--- src/rtl/pfcb_pkg.sv ---
`default_nettype none
package pfcb_pkg;

  // Pixel held as four 16-bit unorm channels: 0 red, 1 green, 2 blue, 3 alpha
  typedef logic [3:0][15:0] pix_t;

  localparam int unsigned CfgIdxW = 4;
  localparam int unsigned CfgDataW = 16;
  localparam logic [15:0] UnormMax = 16'hFFFF;

  // Pixel format codes; code three behaves like rgba16
  localparam logic [1:0] FMT_RGB8 = 2'd0;
  localparam logic [1:0] FMT_RGBA8 = 2'd1;
  localparam logic [1:0] FMT_RGBA16 = 2'd2;

  // Blend mode codes; code three behaves like keep source
  localparam logic [1:0] MODE_SRC = 2'd0;
  localparam logic [1:0] MODE_DST = 2'd1;
  localparam logic [1:0] MODE_OVER = 2'd2;

  // Configuration register indexes
  localparam logic [CfgIdxW-1:0] REG_SOURCE_SELECT = 4'd0;
  localparam logic [CfgIdxW-1:0] REG_SOURCE_FORMAT = 4'd1;
  localparam logic [CfgIdxW-1:0] REG_DEST_FORMAT = 4'd2;
  localparam logic [CfgIdxW-1:0] REG_BLEND_MODE = 4'd3;
  localparam logic [CfgIdxW-1:0] REG_CONST_RED = 4'd4;
  localparam logic [CfgIdxW-1:0] REG_CONST_GREEN = 4'd5;
  localparam logic [CfgIdxW-1:0] REG_CONST_BLUE = 4'd6;
  localparam logic [CfgIdxW-1:0] REG_CONST_ALPHA = 4'd7;

  // Widen a packed word pair into 16-bit unorm channels
  function automatic pix_t unpack(input logic [1:0] fmt, input logic [31:0] lo,
                                  input logic [31:0] hi);
    pix_t p;
    if (fmt == FMT_RGB8 || fmt == FMT_RGBA8) begin
      for (int k = 0; k < 4; k++) begin
        p[k] = {lo[8*k +: 8], lo[8*k +: 8]};
      end
      if (fmt == FMT_RGB8) begin
        p[3] = UnormMax;
      end
    end else begin
      p[0] = lo[15:0];
      p[1] = lo[31:16];
      p[2] = hi[15:0];
      p[3] = hi[31:16];
    end
    return p;
  endfunction

  // round(num / 65535) half-up, exact for num up to 65535*65535
  function automatic logic [15:0] div65535_round(input logic [31:0] num);
    logic [32:0] x;
    logic [33:0] t;
    x = {1'b0, num} + 33'd32767;
    t = {1'b0, x} + {17'd0, x[32:16]} + 34'd1;
    return t[31:16];
  endfunction

  // 16-bit unorm to 8-bit unorm, round half-up
  function automatic logic [7:0] narrow8(input logic [15:0] c);
    logic [23:0] scaled;
    logic [15:0] q;
    scaled = {c, 8'd0} - {8'd0, c};
    q = div65535_round({8'd0, scaled});
    return q[7:0];
  endfunction

endpackage
`default_nettype wire

--- src/rtl/pixel_format_convert_blend_top.sv ---
// An accepted input request moves through each stage register to the output.
// Throughput: one pixel per cycle unless the output stalls; every stage has its
// own valid bit and each stage advances on its own, so a bubble closes up and a
// stall loses nothing. The 16x16 multipliers of stage two set the stage depth.
// Reset (rst_ni low, asynchronous): pipeline empties, registers return to
// their defaults (rgba8 in and out, source over, opaque black constant).
`default_nettype none
module pixel_format_convert_blend_top
  import pfcb_pkg::*;
(
  input  wire logic                clk_i,
  input  wire logic                rst_ni,
  // configuration write channel
  input  wire logic                cfg_valid_i,
  output logic                     cfg_ready_o,
  input  wire logic [CfgIdxW-1:0]  cfg_index_i,
  input  wire logic [CfgDataW-1:0] cfg_data_i,
  // pixel input channel
  input  wire logic                in_valid_i,
  output logic                     in_ready_o,
  input  wire logic [31:0]         src_word_lo_i,
  input  wire logic [31:0]         src_word_hi_i,
  input  wire logic [31:0]         dst_word_lo_i,
  input  wire logic [31:0]         dst_word_hi_i,
  // pixel output channel
  output logic                     out_valid_o,
  input  wire logic                out_ready_i,
  output logic [31:0]              out_word_lo_o,
  output logic [31:0]              out_word_hi_o
);

  // ---------------------------------------------------------------------------
  // Configuration registers. Writes are always accepted; an index
  // past the last register is accepted and dropped.
  // ---------------------------------------------------------------------------
  logic        source_select_q;
  logic [1:0]  source_format_q;
  logic [1:0]  dest_format_q;
  logic [1:0]  blend_mode_q;
  pix_t        const_color_q;

  assign cfg_ready_o = 1'b1;

  always_ff @(posedge clk_i or negedge rst_ni) begin
    if (!rst_ni) begin
      source_select_q <= 1'b0;
      source_format_q <= FMT_RGBA8;
      dest_format_q   <= FMT_RGBA8;
      blend_mode_q    <= MODE_OVER;
      const_color_q   <= {UnormMax, 16'd0, 16'd0, 16'd0};
    end else if (cfg_valid_i && cfg_ready_o) begin
      unique case (cfg_index_i)
        REG_SOURCE_SELECT: source_select_q  <= cfg_data_i[0];
        REG_SOURCE_FORMAT: source_format_q  <= cfg_data_i[1:0];
        REG_DEST_FORMAT:   dest_format_q    <= cfg_data_i[1:0];
        REG_BLEND_MODE:    blend_mode_q     <= cfg_data_i[1:0];
        REG_CONST_RED:     const_color_q[0] <= cfg_data_i;
        REG_CONST_GREEN:   const_color_q[1] <= cfg_data_i;
        REG_CONST_BLUE:    const_color_q[2] <= cfg_data_i;
        REG_CONST_ALPHA:   const_color_q[3] <= cfg_data_i;
        default: ;
      endcase
    end
  end

  // ---------------------------------------------------------------------------
  // Per-stage flow control: a stage takes a new request when it is empty or
  // its content moves on in the same cycle.
  // ---------------------------------------------------------------------------
  logic s1_valid_q, s2_valid_q, s3_valid_q, out_valid_q;
  logic s1_ready, s2_ready, s3_ready, out_stage_ready;

  assign out_stage_ready = !out_valid_q || out_ready_i;
  assign s3_ready        = !s3_valid_q || out_stage_ready;
  assign s2_ready        = !s2_valid_q || s3_ready;
  assign s1_ready        = !s1_valid_q || s2_ready;
  assign in_ready_o      = s1_ready;

  always_ff @(posedge clk_i or negedge rst_ni) begin
    if (!rst_ni) begin
      s1_valid_q  <= 1'b0;
      s2_valid_q  <= 1'b0;
      s3_valid_q  <= 1'b0;
      out_valid_q <= 1'b0;
    end else begin
      if (s1_ready)        s1_valid_q  <= in_valid_i;
      if (s2_ready)        s2_valid_q  <= s1_valid_q;
      if (s3_ready)        s3_valid_q  <= s2_valid_q;
      if (out_stage_ready) out_valid_q <= s3_valid_q;
    end
  end

  // ---------------------------------------------------------------------------
  // Stage 1: widen both pixels to 16-bit unorm, pick the source, form 1 - sa.
  // ---------------------------------------------------------------------------
  pix_t        src_d, dst_d;
  logic [15:0] inv_d;
  pix_t        s1_src_q, s1_dst_q;
  logic [15:0] s1_inv_q;

  always_comb begin
    src_d = source_select_q ? const_color_q
                            : unpack(source_format_q, src_word_lo_i, src_word_hi_i);
    dst_d = unpack(dest_format_q, dst_word_lo_i, dst_word_hi_i);
    inv_d = UnormMax - src_d[3];
  end

  always_ff @(posedge clk_i) begin
    if (s1_ready && in_valid_i) begin
      s1_src_q <= src_d;
      s1_dst_q <= dst_d;
      s1_inv_q <= inv_d;
    end
  end

  // ---------------------------------------------------------------------------
  // Stage 2: scale each destination channel by 1 - sa.
  // ---------------------------------------------------------------------------
  logic [3:0][31:0] prod_d;
  logic [3:0][31:0] s2_prod_q;
  pix_t             s2_src_q, s2_dst_q;

  always_comb begin
    for (int k = 0; k < 4; k++) begin
      prod_d[k] = s1_dst_q[k] * s1_inv_q;
    end
  end

  always_ff @(posedge clk_i) begin
    if (s2_ready && s1_valid_q) begin
      s2_prod_q <= prod_d;
      s2_src_q  <= s1_src_q;
      s2_dst_q  <= s1_dst_q;
    end
  end

  // ---------------------------------------------------------------------------
  // Stage 3: divide by 65535 with rounding, add the source, saturate, then
  // select the blend mode result.
  // ---------------------------------------------------------------------------
  pix_t        res_d;
  pix_t        over_pix;
  pix_t        s3_res_q;
  logic [16:0] over_sum;

  always_comb begin
    over_pix = '0;
    over_sum = '0;
    for (int k = 0; k < 4; k++) begin
      over_sum    = {1'b0, s2_src_q[k]} + {1'b0, div65535_round(s2_prod_q[k])};
      over_pix[k] = over_sum[16] ? UnormMax : over_sum[15:0];
    end
    if (blend_mode_q == MODE_DST) begin
      res_d = s2_dst_q;
    end else if (blend_mode_q == MODE_OVER) begin
      res_d = over_pix;
    end else begin
      res_d = s2_src_q;
    end
  end

  always_ff @(posedge clk_i) begin
    if (s3_ready && s2_valid_q) begin
      s3_res_q <= res_d;
    end
  end

  // ---------------------------------------------------------------------------
  // Stage 4: narrow to the destination format and pack; this is the output
  // register, held while the consumer stalls.
  // ---------------------------------------------------------------------------
  logic [31:0] out_lo_d, out_hi_d;
  logic [31:0] out_lo_q, out_hi_q;
  logic [3:0][7:0] narrow_ch;

  always_comb begin
    for (int k = 0; k < 4; k++) begin
      narrow_ch[k] = narrow8(s3_res_q[k]);
    end
    out_hi_d = '0;
    if (dest_format_q == FMT_RGB8) begin
      out_lo_d = {8'd0, narrow_ch[2], narrow_ch[1], narrow_ch[0]};
    end else if (dest_format_q == FMT_RGBA8) begin
      out_lo_d = narrow_ch;
    end else begin
      out_lo_d = {s3_res_q[1], s3_res_q[0]};
      out_hi_d = {s3_res_q[3], s3_res_q[2]};
    end
  end

  always_ff @(posedge clk_i) begin
    if (out_stage_ready && s3_valid_q) begin
      out_lo_q <= out_lo_d;
      out_hi_q <= out_hi_d;
    end
  end

  assign out_valid_o   = out_valid_q;
  assign out_word_lo_o = out_lo_q;
  assign out_word_hi_o = out_hi_q;

endmodule
`default_nettype wire

--- config.mk ---
export PLATFORM = sky130hd
export DESIGN_NAME = pixel_format_convert_blend_top
export DESIGN_NICKNAME = d
export VERILOG_FILES = /design/src/rtl/pfcb_pkg.sv /design/src/rtl/pixel_format_convert_blend_top.sv
export SDC_FILE = /design/constraint.sdc
export NUM_CORES = 2
export LEC_CHECK = 0
export ABC_AREA = 1
export BUFFER_PORTS_ARGS = -buffer_cell sky130_fd_sc_hd__buf_4
export CAP_MARGIN = 0
export CORE_MARGIN = 4
export CORE_UTILIZATION = 57
export CTS_CLUSTER_DIAMETER = 200
export DETAILED_ROUTE_END_ITERATION = 10
export GPL_TIMING_DRIVEN = 0
export HOLD_SLACK_MARGIN = 0.08
export PLACE_DENSITY = 0.86
export SYNTH_ARGS = -nofsm -noshare
export SYNTH_HDL_FRONTEND = slang
export SYNTH_SLANG_ARGS = --single-unit
--- constraint.sdc ---
create_clock -name clk_i -period 8.86 [get_ports clk_i]
set_clock_uncertainty 0.1 [all_clocks]
set_input_delay 0 -clock clk_i [delete_from_list [all_inputs] [get_ports clk_i]]
set_output_delay 0 -clock clk_i [all_outputs]
set_load 0.02 [all_outputs]
==> run summary <==
Synth top area share: 20.9%
async set or reset register ratio after synthesis: 12.4%
top cells by count, synth: nand2_1, inv_1, fa_1
FP Rows: 133
Cells after Synth: 10025
router iterations before antenna repair: 6
outcome: finished, final reports clean
worst reg2reg setup slack: 0.45 ns
TritonCTS clock tree: yes
Worst R2R Path Depth: 24
worst-path maximum fanout: 10
initial antenna violation count: 18
Hold/Removal Path Class: input pin to register
WHS Path Cells: 4
RePlAce Congestion: 1.02
post-synth top area cell: edfxtp_1
EDFF count, synth: 528
Setup CP Type: register to register
vias: 69470
Critical Path AT: 8.70 ns
overall routing resource usage: 37.9%
initial core utilization: 57.6%
yosys warns: 0
post-route ant nets: 0
H-Tree Depth: 3
Clock Tree Buf Depth: 3
Tcrit/Tclk final: 94.9%
# placed instances: 12007
area occupied by multi-input gates: 48900 um2
register area: 17800 um2
Area after DPL: 80000 um2
Synth area leaders: edfxtp_1, fa_1, nand2_1
MaxCap Viol Count: 0
most frequent cell after synthesis: nand2_1
fraction of layout cells with a size suffix above 1: 5.30%
Req. time, crit path: 9.14 ns
Clk Latency, worst-skew pair: 0.66 ns
critical hold path startpoint: dst_word_lo_i[9]
P&R area growth vs syn: 12.0%
RR Startpoint: s1_inv_q[1]
cell area after layout: 85100 um2
Worst R2R End: s2_prod_q[124]
largest net degree at the start of global routing: 134
CTS Sinks: 603
final count of hold timing violations: 0
Inserted Clock Buffers: 68
Core Area: 132000 um2
fin. max-slew vios: 0
post-detail-place hpwl: 217000 um
Yosys cell types: 74
Hold Path End: s1_dst_q[9]
global-route wire length before repair: 404000 um
dominant synthesized flop cell: edfxtp_1
Top Ports: 220
WHS: 0.117 ns
drt initial violations: 7117
Via density: 5.60
Seq cells post-synth: 603
Final Non-Filler Cells: 12399
RSZ-0062 raised after global routing: false
vias in the first global route: 68216
Reg clk slew, reported paths: 0.07 ns
synthesized area: 76000 um2
final wirelength: 267000 um
crit path capture type: register
root buf cell: clkbuf_16
Total Neg Setup Slack: 0 ns
actual slew at the worst max-slew pin: 1.43 ns
number of port buffers: 218
syn_nets: 11539
Synth Area per Inst: 7.58 um2
Die H: 373 um
Max Fclk: 0.119 GHz
DRC errors left: 0
CP Launch Type: register
Die W: 373 um
remaining global-route overflow: 0
routed len/inst: 21.6 um
Period minus WS final: 8.41 ns
die area: 139000 um2
Final Setup Violations: 0
Seq/Total Area, Yosys: 23.4%
PostCTS Resize Cnt: 0
nets@finish: 12097
Slew headroom: 4.71%
Layout fillers: 11274
final cells by class:
cell class / instances / share of cell area [%]
sequential: 603 / 20.9
antenna: 7 / 0.0206
buffer: 321 / 1.45
clock inverter: 42 / 0.665
clock buffer: 82 / 2.15
inverter: 2148 / 9.50
timing repair buffer: 488 / 5.25
multi-input combinational: 6953 / 57.5
tap: 1755 / 2.58
layer usage:
| layer | wire length (um) | vias to the layer above | track usage (%) |
|---|---|---|---|
| met5 | 77 | - | 0 |
| met3 | 29800 | 749 | 8.29 |
| met1 | 105000 | 33103 | 51.0 |
| met4 | 18100 | 10 | 21.2 |
| li1 | - | 31769 | - |
| met2 | 114000 | 3839 | 57.1 |
sequential cells by signal, summed over array words and instances, names as in the netlist:
| name | flops |
|---|---|
| s2_prod_q | 128 |
| const_color_q | 64 |
| s1_dst_q | 64 |
| s1_src_q | 64 |
| s2_dst_q | 64 |
| s2_src_q | 64 |
| s3_res_q | 64 |
| out_word_hi_o | 32 |
| out_word_lo_o | 32 |
| s1_inv_q | 16 |
| blend_mode_q | 2 |
| dest_format_q | 2 |
| source_format_q | 2 |
| out_valid_o | 1 |
| s1_valid_q | 1 |
| s2_valid_q | 1 |
| s3_valid_q | 1 |
| source_select_q | 1 |
critical path, cell delays in order, from the launching register on:
cell,delay [ns]
edfxtp_1,0.33
clkbuf_1,0.77
buf_1,0.89
nand2_1,0.18
fa_1,0.60
inv_1,0.06
fa_1,0.43
inv_1,0.10
fa_1,0.43
fa_1,0.55
inv_1,0.05
fa_1,0.47
inv_1,0.05
fa_1,0.48
inv_1,0.04
ha_1,0.34
a21oi_1,0.20
o21ai_0,0.11
a21oi_1,0.48
o21ai_0,0.23
a21boi_0,0.39
o21ai_0,0.19
a21boi_0,0.31
o21ai_0,0.15
xor2_1,0.18
worst max path at each step:
stage	from	cells past startpoint	end
2_1_floorplan	out_valid_o	9	s1_dst_q[0]
3_3_place_gp	out_valid_o	9	s1_dst_q[5]
3_5_place_dp	s1_inv_q[1]	24	s2_prod_q[124]
4_1_cts	s1_inv_q[1]	24	s2_prod_q[124]
5_1_grt	s1_inv_q[1]	24	s2_prod_q[124]
6_report	s1_inv_q[1]	24	s2_prod_q[124]
per-stage QoR:
step           util, %  worst slack (ns)
6_report          64.5             0.449
5_1_grt           64.4             0.197
4_1_cts           64.4             0.643
3_5_place_dp      60.6             0.664
3_3_place_gp      60.5             -1.99
2_1_floorplan        -              1.20
repair_timing:
item,in CTS,in global routing
endpoints found under the hold margin,388,0
buffers inserted,0,0
hold buffers,261,0
logic make-up (layout without fill, tap and decap cells):
kind of cell    Yosys count  in the layout  share of synthesized area [%]
compound gates          824            824                           6.01
xor+xnor                358            358                           4.28
other cells               1              8                        0.00494
simple gates           4409           4409                           23.9
flops                   603            603                           23.4
fa+ha+maj              1361           1361                           30.1
buf+inv                2469           3081                           12.3
placed cells by master, fill, tap and decap left out, drive strengths merged, types with 31 or more instances in the layout:
cell type,synthesis,layout
or2,31,31
nand2,2963,2963
buf,54,282
dfrtp,56,56
nand3b,36,36
nand4,92,92
a21oi,339,339
fa,780,780
ha,581,581
xnor2,102,102
nand3,369,369
o21ai,297,297
inv,2145,2154
clkbuf,267,349
nor3,91,91
a31oi,47,47
dlygate4sd3,0,260
edfxtp,528,528
nor2,792,792
xor2,256,256
Power is left out: the tool's default activity adds up to more than one toggle a clock period on the data nets, which glitch-free logic cannot reach.
